**src/rtl/internet_checksum_pseudo_header_unit_defines.svh**
```systemverilog
// ----------------------------------------------------------------------------
// Internet checksum unit assertion macros
// Shared assertion macros. Define NO_ASSERTIONS to compile them out.
// ----------------------------------------------------------------------------
`ifndef INTERNET_CHECKSUM_PSEUDO_HEADER_UNIT_DEFINES_SVH
`define INTERNET_CHECKSUM_PSEUDO_HEADER_UNIT_DEFINES_SVH

`ifndef NO_ASSERTIONS
// Implication checked on every rising edge outside reset.
`define ICPH_ASSERT(lbl, prop, msg) \
    lbl: assert property (@(posedge clk) disable iff (!rst_n) prop) else $error(msg);
// Condition that must never be true outside reset.
`define ICPH_ASSERT_NEVER(lbl, expr, msg) \
    lbl: assert property (@(posedge clk) disable iff (!rst_n) !(expr)) else $error(msg);
`else
`define ICPH_ASSERT(lbl, prop, msg)
`define ICPH_ASSERT_NEVER(lbl, expr, msg)
`endif

`endif

```
**src/rtl/icph_pkg.sv**
```systemverilog
// ----------------------------------------------------------------------------
// Internet checksum package
// Shared types, constants and the ones'-complement adder.
// ----------------------------------------------------------------------------
`timescale 1ns / 1ps

package icph_pkg;

    // Byte count codes of one input word.
    localparam logic [1:0] BCNT_NONE  = 2'd0;
    localparam logic [1:0] BCNT_ONE   = 2'd1;
    localparam logic [1:0] BCNT_TWO   = 2'd2;
    localparam logic [1:0] BCNT_THREE = 2'd3;

    // Masks for 16-bit words.
    localparam logic [15:0] WORD_MASK      = 16'hFFFF;
    localparam logic [15:0] HIGH_BYTE_MASK = 16'hFF00;

    // Queue between the front and back parts.
    localparam int QDEPTH = 2;
    localparam int QPTR_W = $clog2(QDEPTH);
    localparam int QCNT_W = $clog2(QDEPTH + 1);

    // One classified request as it travels through the queue.
    typedef struct packed {
        logic        first;
        logic        last;
        logic        pseudo;
        logic [15:0] word_term;
        logic [1:0]  inc;
        logic [15:0] pseudo_sum;
    } icph_entry_t;

    // Ones'-complement add with end-around carry.
    function automatic logic [15:0] oc_add(input logic [15:0] a, input logic [15:0] b);
        logic [16:0] s;
        logic [16:0] f;
        s = {1'b0, a} + {1'b0, b};
        f = {1'b0, s[15:0]} + {16'b0, s[16]};
        return f[15:0];
    endfunction

endpackage

```
**src/rtl/internet_checksum_pseudo_header_unit.sv**
```systemverilog
// A final word passes through the queue and then the output register before its
// result is valid. Throughput: one word per cycle, sustained, while results
// are taken; the two-entry queue and the output register set that figure.
// Reset (rst_n low, asynchronous) clears the running sum, byte total, mode,
// queue and result valid.
// ----------------------------------------------------------------------------
// Internet checksum unit with pseudo-header
// Ones'-complement checksum over 16-bit packet words, with optional
// TCP/UDP pseudo-header and self-counted length.
// ----------------------------------------------------------------------------
`timescale 1ns / 1ps

module internet_checksum_pseudo_header_unit
    import icph_pkg::*;
(
    input  logic        clk,
    input  logic        rst_n,
    input  logic        item_valid,
    output logic        item_ready,
    input  logic        first_item,
    input  logic        last_item,
    input  logic [15:0] data_word,
    input  logic [1:0]  byte_count,
    input  logic        with_pseudo,
    input  logic [31:0] src_address,
    input  logic [31:0] dst_address,
    input  logic [7:0]  protocol,
    output logic        result_valid,
    input  logic        result_ready,
    output logic [15:0] checksum,
    output logic [15:0] packet_bytes
);

    icph_entry_t front_entry;
    icph_entry_t q_head;
    logic        q_not_full;
    logic        q_not_empty;
    logic        q_push;
    logic        q_pop;

    // Accept a request whenever the queue has room.
    assign item_ready = q_not_full;
    assign q_push     = item_valid && q_not_full;

    icph_front u_front (
        .first_item  (first_item),
        .last_item   (last_item),
        .data_word   (data_word),
        .byte_count  (byte_count),
        .with_pseudo (with_pseudo),
        .src_address (src_address),
        .dst_address (dst_address),
        .protocol    (protocol),
        .entry       (front_entry)
    );

    icph_queue u_queue (
        .clk        (clk),
        .rst_n      (rst_n),
        .push       (q_push),
        .push_entry (front_entry),
        .not_full   (q_not_full),
        .pop        (q_pop),
        .not_empty  (q_not_empty),
        .head       (q_head)
    );

    icph_back u_back (
        .clk          (clk),
        .rst_n        (rst_n),
        .q_not_empty  (q_not_empty),
        .q_head       (q_head),
        .pop          (q_pop),
        .result_valid (result_valid),
        .result_ready (result_ready),
        .checksum     (checksum),
        .packet_bytes (packet_bytes)
    );

endmodule

```
**src/rtl/icph_front.sv**
```systemverilog
// ----------------------------------------------------------------------------
// Internet checksum front end
// Classifies each request: pads the word, decodes the byte increment and
// folds the pseudo-header fields into one 16-bit term.
// ----------------------------------------------------------------------------
`timescale 1ns / 1ps

module icph_front
    import icph_pkg::*;
(
    input  logic              first_item,
    input  logic              last_item,
    input  logic [15:0]       data_word,
    input  logic [1:0]        byte_count,
    input  logic              with_pseudo,
    input  logic [31:0]       src_address,
    input  logic [31:0]       dst_address,
    input  logic [7:0]        protocol,
    output icph_entry_t       entry
);

    logic [15:0] word_term;
    logic [1:0]  inc;
    logic [18:0] raw_sum;
    logic [16:0] fold1;
    logic [16:0] fold2;

    // Pad an odd byte with zero and decode the byte increment.
    always_comb
    begin
        unique case (byte_count) inside
            BCNT_NONE:
            begin
                word_term = '0;
                inc       = 2'd0;
            end
            BCNT_ONE:
            begin
                word_term = data_word & HIGH_BYTE_MASK;
                inc       = 2'd1;
            end
            BCNT_TWO, BCNT_THREE:
            begin
                word_term = data_word & WORD_MASK;
                inc       = 2'd2;
            end
            default:
            begin
                word_term = '0;
                inc       = 2'd0;
            end
        endcase
    end

    // Sum the address halves and the protocol, and fold twice back into 16 bits.
    always_comb
    begin
        raw_sum = {3'b0, src_address[15:0]} + {3'b0, src_address[31:16]}
                + {3'b0, dst_address[15:0]} + {3'b0, dst_address[31:16]}
                + {11'b0, protocol};
        fold1   = {1'b0, raw_sum[15:0]} + {14'b0, raw_sum[18:16]};
        fold2   = {1'b0, fold1[15:0]} + {16'b0, fold1[16]};
    end

    // Assemble the queue entry.
    always_comb
    begin
        entry.first      = first_item;
        entry.last       = last_item;
        entry.pseudo     = with_pseudo;
        entry.word_term  = word_term;
        entry.inc        = inc;
        entry.pseudo_sum = with_pseudo ? fold2[15:0] : 16'h0000;
    end

endmodule

```
**src/rtl/icph_queue.sv**
```systemverilog
// ----------------------------------------------------------------------------
// Internet checksum request queue
// Short FIFO that decouples the front end from the accumulator.
// ----------------------------------------------------------------------------
`timescale 1ns / 1ps
`include "internet_checksum_pseudo_header_unit_defines.svh"

module icph_queue
    import icph_pkg::*;
(
    input  logic        clk,
    input  logic        rst_n,
    input  logic        push,
    input  icph_entry_t push_entry,
    output logic        not_full,
    input  logic        pop,
    output logic        not_empty,
    output icph_entry_t head
);

    icph_entry_t             mem_reg [QDEPTH];
    logic [QPTR_W-1:0]       wr_ptr_reg;
    logic [QPTR_W-1:0]       wr_ptr_next;
    logic [QPTR_W-1:0]       rd_ptr_reg;
    logic [QPTR_W-1:0]       rd_ptr_next;
    logic [QCNT_W-1:0]       count_reg;
    logic [QCNT_W-1:0]       count_next;

    localparam logic [QCNT_W-1:0] FULL_COUNT = QCNT_W'(QDEPTH);
    localparam logic [QPTR_W-1:0] LAST_PTR   = QPTR_W'(QDEPTH - 1);

    assign not_full  = (count_reg != FULL_COUNT);
    assign not_empty = (count_reg != '0);
    assign head      = mem_reg[rd_ptr_reg];

    // Pointer and fill count update.
    always_comb
    begin
        wr_ptr_next = wr_ptr_reg;
        rd_ptr_next = rd_ptr_reg;
        count_next  = count_reg;
        if (push)
        begin
            wr_ptr_next = (wr_ptr_reg == LAST_PTR) ? '0 : wr_ptr_reg + 1'b1;
        end
        if (pop)
        begin
            rd_ptr_next = (rd_ptr_reg == LAST_PTR) ? '0 : rd_ptr_reg + 1'b1;
        end
        if (push && !pop)
        begin
            count_next = count_reg + 1'b1;
        end
        else if (pop && !push)
        begin
            count_next = count_reg - 1'b1;
        end
    end

    always_ff @(posedge clk or negedge rst_n)
    begin
        if (!rst_n)
        begin
            wr_ptr_reg <= '0;
            rd_ptr_reg <= '0;
            count_reg  <= '0;
        end
        else
        begin
            wr_ptr_reg <= wr_ptr_next;
            rd_ptr_reg <= rd_ptr_next;
            count_reg  <= count_next;
        end
    end

    // Entry storage needs no reset.
    always_ff @(posedge clk)
    begin
        if (push)
        begin
            mem_reg[wr_ptr_reg] <= push_entry;
        end
    end

    `ICPH_ASSERT_NEVER(a_no_overflow, push && !not_full, "queue push while full")
    `ICPH_ASSERT_NEVER(a_no_underflow, pop && !not_empty, "queue pop while empty")
    `ICPH_ASSERT(a_count_bound, (count_reg <= FULL_COUNT), "queue count out of range")

endmodule

```
**src/rtl/icph_back.sv**
```systemverilog
// ----------------------------------------------------------------------------
// Internet checksum accumulator
// Adds each queued request into the running sum and byte total and
// registers the checksum result of the final word of a packet.
// ----------------------------------------------------------------------------
`timescale 1ns / 1ps
`include "internet_checksum_pseudo_header_unit_defines.svh"

module icph_back
    import icph_pkg::*;
(
    input  logic        clk,
    input  logic        rst_n,
    input  logic        q_not_empty,
    input  icph_entry_t q_head,
    output logic        pop,
    output logic        result_valid,
    input  logic        result_ready,
    output logic [15:0] checksum,
    output logic [15:0] packet_bytes
);

    logic [15:0] sum_reg;
    logic [15:0] sum_next;
    logic [15:0] total_reg;
    logic [15:0] total_next;
    logic        mode_reg;
    logic        mode_next;
    logic        valid_reg;
    logic        valid_next;
    logic [15:0] checksum_reg;
    logic [15:0] bytes_reg;
    logic [15:0] base_sum;
    logic [15:0] base_total;
    logic [15:0] final_sum;
    logic        load_result;

    // A non-final request never waits; a final one needs a free output slot.
    assign pop = q_not_empty && (!q_head.last || !valid_reg || result_ready);
    assign load_result = pop && q_head.last;

    // Accumulate the word, restarting from the pseudo-header term on a first word.
    always_comb
    begin
        base_sum   = q_head.first ? q_head.pseudo_sum : sum_reg;
        base_total = q_head.first ? 16'h0000 : total_reg;
        sum_next   = oc_add(base_sum, q_head.word_term);
        total_next = base_total + {14'b0, q_head.inc};
        mode_next  = q_head.first ? q_head.pseudo : mode_reg;
        final_sum  = mode_next ? oc_add(sum_next, total_next) : sum_next;
    end

    // Output valid tracking.
    always_comb
    begin
        valid_next = valid_reg;
        if (valid_reg && result_ready)
        begin
            valid_next = 1'b0;
        end
        if (load_result)
        begin
            valid_next = 1'b1;
        end
    end

    always_ff @(posedge clk or negedge rst_n)
    begin
        if (!rst_n)
        begin
            sum_reg   <= '0;
            total_reg <= '0;
            mode_reg  <= 1'b0;
            valid_reg <= 1'b0;
        end
        else
        begin
            valid_reg <= valid_next;
            if (pop)
            begin
                sum_reg   <= sum_next;
                total_reg <= total_next;
                mode_reg  <= mode_next;
            end
        end
    end

    // Result payload registers.
    always_ff @(posedge clk)
    begin
        if (load_result)
        begin
            checksum_reg <= ~final_sum;
            bytes_reg    <= total_next;
        end
    end

    assign result_valid = valid_reg;
    assign checksum     = checksum_reg;
    assign packet_bytes = bytes_reg;

    `ICPH_ASSERT(a_last_gives_result, load_result |=> valid_reg, "final word lost its result")
    `ICPH_ASSERT(a_no_spurious_result, (pop && !q_head.last && !valid_reg) |=> !valid_reg, "result without final word")
    `ICPH_ASSERT(a_first_restarts_count, (pop && q_head.first) |=> (total_reg == {14'b0, $past(q_head.inc)}), "byte total not restarted")

endmodule
```
**config.mk**
```make
export PLATFORM = sky130hd
export DESIGN_NAME = internet_checksum_pseudo_header_unit
export DESIGN_NICKNAME = d
export VERILOG_FILES = /design/src/rtl/icph_pkg.sv /design/src/rtl/internet_checksum_pseudo_header_unit.sv /design/src/rtl/icph_front.sv /design/src/rtl/icph_queue.sv /design/src/rtl/icph_back.sv
export VERILOG_INCLUDE_DIRS = /design/src /design/src/rtl
export SDC_FILE = /design/constraint.sdc
export NUM_CORES = 1
export LEC_CHECK = 0
export BUFFER_PORTS_ARGS = -buffer_cell sky130_fd_sc_hd__buf_2
export CORE_UTILIZATION = 60
export CTS_BUF_LIST = sky130_fd_sc_hd__clkbuf_2 sky130_fd_sc_hd__clkbuf_4 sky130_fd_sc_hd__clkbuf_8
export DETAILED_ROUTE_END_ITERATION = 6
export PLACE_DENSITY = 0.82
export SYNTH_ARGS = -nofsm -noshare
export SYNTH_HDL_FRONTEND = slang
export SYNTH_SLANG_ARGS = --single-unit
```
**constraint.sdc**
```tcl
create_clock -name clk -period 10.1 [get_ports clk]
set_input_delay 2.02 -clock clk [delete_from_list [all_inputs] [get_ports clk]]
set_output_delay 2.02 -clock clk [all_outputs]
set_load 0.005 [all_outputs]
```
; ---- Yosys cells after proc, flatten, opt, wreduce, memory -nomap -nowiden
; Memories as Yosys holds them, arrays and structs flattened.
; Index checks and enable logic that the tools add are counted.
[word_totals]
ff_bits = 70
ram_bits = 74
in_bits = 97
output_inout_bits = 34
elab_cells = 61
n_memories = 1
[classes]
n_addsub = 15
eq_ne = 4
muxes = 15
bitwise_logic = 1
n_reduce_logical = 16
[memory_table]
columns = name, words, width, rd, rd_clocked_by_memory_dff, write_ports, line
row1 = u_queue.mem_reg, 2, 37, 1, 0, 1, icph_queue.sv:21  ; icph_entry_t mem_reg [QDEPTH];
[ops]
columns = cell, count
row1 = 2-to-1 mux 16 bit, 4
row2 = adder 16 x 16 -> 17 bit, 3
row3 = adder 16 x 1 -> 16 bit, 3
row4 = adder 19 x 16 -> 19 bit, 2
row5 = case mux 16 bit (2 select lines), 1
row6 = adder 19 x 8 -> 19 bit, 1
row7 = adder 16 x 3 -> 17 bit, 1
row8 = adder 16 x 2 -> 16 bit, 1
row9 = inverter 16 bit, 1
row10 = 2-to-1 mux 1 bit, 7
row11 = logical AND 1 bit, 6
row12 = nonzero test 2 bit, 3
row13 = == test 2 bit (second input constant), 2
row14 = logical NOT 1 bit, 4
row15 = 2-to-1 mux 2 bit, 2
row16 = case mux 2 bit (2 select lines), 1
row17 = adder 1 bit (second input constant), 2
row18 = adder 2 x 1 -> 2 bit (second input constant), 1
row19 = == test 2 x 1 -> 1 bit (second input constant), 1
row20 = logical OR 1 bit, 2
row21 = != test 2 bit (second input constant), 1
row22 = OR reduction 2 bit, 1
row23 = subtractor 2 x 1 -> 2 bit (second input constant), 1

; ---- Depth between registers and ports, before layout
; An unclocked memory read counts as a cell.
[logic_depth]
depth_word = 8
ltp_mapped = 42
mapped_depth_nobuf = 41

; ---- Hierarchy
; A second synthesis with hierarchy kept.
[unflattened]
hier_cells = 1142
area_unflattened_um2 = 11695.0
[by_module_without_submodules]
columns = module, n_inst, cells_each, area_per_inst_um2, seq_area_each_um2
row1 = icph_back, 1, 598, 5534.1, 1811.7
row2 = icph_front, 1, 412, 3213.1, 0.0
row3 = icph_queue, 1, 131, 2941.6, 2322.2
row4 = internet_checksum_pseudo_header_unit, 1, 1, 6.3, 0.0

; ---- Least setup slack after synthesis
; No wires, ideal clock.
[synth_path]
path_kind = input -> register
start = input port src_address[0]
end = memory u_queue.mem_reg[0][14] (netlist name) (data pin)
setup_time_ns = 0.160
arrival_time_ns = 9.953
required_time_ns = 9.940
slack_ns = -0.013
path_stages = 41
path_buffers = 1
path_cell_list = ha_1 > inv_1 > fa_1 > nor2b_1 > o21ai_0 > a21boi_0 > o21ai_0 > a21boi_0 > nor2_1 > fa_1 > inv_1 > fa_1 > inv_1 > ha_1 > buf_4 > o21a_1 > o21ai_0 > o21ai_1 > (+5 left out) > xnor2_1 > fa_1 > nand2b_1 > a21oi_1 > nor3b_1 > nand2_1 > nor2_1 > nand3_1 > nor3b_1 > ha_1 > nor2b_1 > nand2_1 > or4_1 > or3_1 > a21oi_2 > o21ai_2 > a21oi_2 > mux2i_1
[synth_rtl]
columns = element, line
row1 = from (decl), internet_checksum_pseudo_header_unit.sv:25  ; input logic [31:0] src_address,
row2 = to (decl), icph_queue.sv:21

==> metrics.md <==
| Metric | Value |
|---|---|
| Worst Tran Pin Value | between 1 and 1.5 ns |
| Die Width | between 100 and 150 um |
| Gpl congestion | approximately 0.93 |
| Count of state elements after synthesis | between 100 and 150 |
| Antenna violations before repair | 1 |
| Largest register FFs | 74 |
| Crit start category | input port |
| CP max stage cell | fa_1 |
| CP Launch Point | src_address[1] |
| Commonest cells after routing, fill and taps aside | 130 x buf_2, 106 x edfxtp_1, 82 x nand2_1 |
| Hold Fails Final Rpt | 0 |
| R2R cell count | 38 |
| Top cell by count, worst path | a21oi_2 |
| Total Die Area | 19,060 um^2 |
| Placed insts | about 1,500 |
| Min setup slack post-route | ~0.31 ns |
| Crit path DAT | slightly above 10 ns |
| Rel. slew slack | between 20% and 30% |
| WL final | roughly 24,000 um |
| Hold depth | 2 |
| Register area share after synthesis | 37.22% |
| Drt pass-1 iters | 5 |
| Crit path max fanout | 6 |
| Asr flop ratio synth | 26.39% |
| Clk pin slew, worst setup/hold paths | ~0.08 ns |
| DP HPWL | between 15,000 and 20,000 um |
| Clock tree buffer depth | 2 |
| # hold bufs at CTS | 0 |
| # rows | between 40 and 50 |
| Synth Cell Area | 11,110 um^2 |
| GR Overflow Total | 0 |
| Avg Inst Size Synth | 10.13 um^2 |
| Worst-Skew Late Latency | 0.45 ns |
| Setup CP Type | input port to flop |
| Chip Height | between 100 and 150 um |
| TritonCTS clock tree | done |
| Yosys top cell by area | edfxtp_1 |
| R2r endpoint | u_back.checksum[15] |
| Worst Path Required | 10.38 ns |
| Vias in the first global route | 8,895 |
| Crit path time final | just under 10 ns |
| DRC Markers | 0 |
| Number of synthesized flops with an enable pin | roughly 110 |
| Post-Place Worst Slack | -0.4685 ns |
| Endpoint class of the critical path | flop |
| Slowest stage delay, CP | 0.50 ns |
| Most common cell after layout, fill and taps aside | buf_2 |
| Fin crit share | a little over nine tenths |
| Proportion of layout cells with a drive suffix above 1 | ~24% |
| Synth cell types | between 80 and 90 |
| IO Port Bufs | between 100 and 150 |
| H-Tree Depth | 4 |
| Largest cells by area after synthesis | edfxtp_1 29%, ha_1 9.7%, dfrtp_1 8.6% |
| Post-route ant nets | 0 |
| Status | complete, no violations |
| Nets | between 1,000 and 1,500 |
| Pin count of the biggest net entering global routing | 47 |
| I/O pin count | between 100 and 150 |
| Core ar. | ~18,000 um^2 |
| Total CTS buffers | 17 |
| Vias | 8,872 |
| YS warnings | 0 |
| Post-synthesis net count | approximately 1,300 |
| Root buffer cell | clkbuf_8 |
| Final Instance Count excl. Fillers | 1,506 |
| Top cell type's share of synthesized area | approximately 29% |
| Wire per inst | roughly 16 um |
| Maxcap violations | 0 |
| Worst Setup EP | u_queue.mem_reg[0][14] |
| Mapped Cells | about 1,100 |
| Max Slew Vio Count | 0 |
| Starting Density | around 60% |
| Global-route usage over all layers | approximately 26% |
| FF-to-FF setup slack | around 1.1 ns |
| Via density | approximately 6 |
| Beginning of the worst register-to-register path | u_queue.rd_ptr_reg |
| Clock sink count | ~140 |
| First-pass GRT wire length | roughly 40,000 um |
| Area Overhead vs Synth | 15.59% |
| Hold Crit Class | flop to flop |
| Main synth FF type | edfxtp_1 |
| Clock skew | around 0.016 ns |
| DRT iter0 DRCs | 480 |
| Fmax | just over 100 MHz |
| Final setup violation count | 0 |
-- worst min path at each step --
stage	start	endpoint	slack (ns)
3_5_place_dp	u_back.sum_reg[12]	u_back.sum_reg[12]	0.47
2_1_floorplan	u_back.sum_reg[15]	u_back.sum_reg[15]	0.45
3_3_place_gp	u_back.sum_reg[11]	u_back.sum_reg[11]	0.46
5_1_grt	u_back.sum_reg[1]	u_back.sum_reg[1]	0.52
4_1_cts	u_back.sum_reg[12]	u_back.sum_reg[12]	0.49
6_report	u_back.sum_reg[12]	u_back.sum_reg[12]	0.49
-- synthesized netlist by cell type, types with 4 or more instances --
| library cell | instances |
|---|---|
| o211ai_1 | 4 |
| and2_1 | 19 |
| clkbuf_1 | 22 |
| xnor2_1 | 68 |
| o21bai_1 | 5 |
| mux2_2 | 35 |
| mux2i_1 | 31 |
| buf_1 | 6 |
| nand4_1 | 14 |
| a211oi_1 | 8 |
| nor2b_1 | 22 |
| o21a_1 | 9 |
| dfrtp_1 | 38 |
| nand2b_1 | 11 |
| xor2_1 | 33 |
| nor4_1 | 7 |
| nand3_1 | 29 |
| o211a_1 | 4 |
| fa_1 | 29 |
| and3_1 | 14 |
| a31oi_1 | 9 |
| inv_1 | 70 |
| nor2_1 | 84 |
| a21o_1 | 18 |
| a21boi_0 | 4 |
| or3_1 | 8 |
| a211o_1 | 4 |
| o31ai_1 | 16 |
| a21oi_1 | 44 |
| or2_2 | 11 |
| edfxtp_1 | 106 |
| nor3b_1 | 7 |
| ha_1 | 86 |
| nand2_1 | 82 |
| nor3_1 | 19 |
| o21ai_0 | 53 |
-- what timing repair did --
| item | CTS | global route |
|---|---|---|
| resized for setup | 1 | 27 |
| pin swaps | 0 | 18 |
| setup buffers | 0 | 5 |
| gates cloned | 0 | 0 |
| setup endpoints to repair | 2 | 18 |
-- per-layer routing --
metal	wire, um	GRT usage (%)	vias to the layer above
met4	948	12.43	0
li1	-	-	4310
met1	9614	28.89	4211
met2	12340	46.74	280
met5	0	0	-
met3	1042	4.191	71
-- worst max-delay path: cells and delay by family --
kind | cells | cell delay, ns
and+or+nand+nor | 13 | 2.54
adders and majority gates | 7 | 2.39
AOI/OAI and AO/OA | 12 | 2.18
buffers and inverters | 5 | 0.41
xor gates and xnor gates | 2 | 0.28
muxes | 1 | 0.23
-- cells by family (layout without fill, tap and decap cells) --
family                     count (synthesis)  in the layout  synth area share [%]
muxes                                     66             66                 6.342
other                                      0              1                     0
buffers and inverters                    102            282                 3.684
xor gates and xnor gates                 102            102                 8.167
adders and majority gates                115            115                 14.91
AOI/OAI and AO/OA                        221            221                 13.83
DFF                                      144            144                 37.22
and+or+nand+nor                          346            346                 15.84
-- per-stage QoR --
step                      hold WS [ns]  setup TNS [ns]  area (um^2)  utilization [%]
after floorplan                 0.4484               0        11110                -
after detailed placement        0.4743          -3.889        12270            68.09
after global placement          0.4628        -0.03549        12270            68.09
final                           0.4909               0        12840            71.23
after global routing            0.5189         -0.2986        12840            71.21
after CTS                       0.4911               0        12680            70.37
-- cell type report --
type | count | area (um^2)
tap | 229 | 286.5
fill | 1346 | 5186
clock buffer | 19 | 249.0
multi-input combinational | 850 | 6714
timing repair buffer | 180 | 1026
antenna | 1 | 2.502
inverter | 70 | 262.8
clock inverter | 13 | 162.7
sequential | 144 | 4135
Power is not shown: default switching activity piles up to over one toggle a cycle in this logic, so the estimate is an artifact.
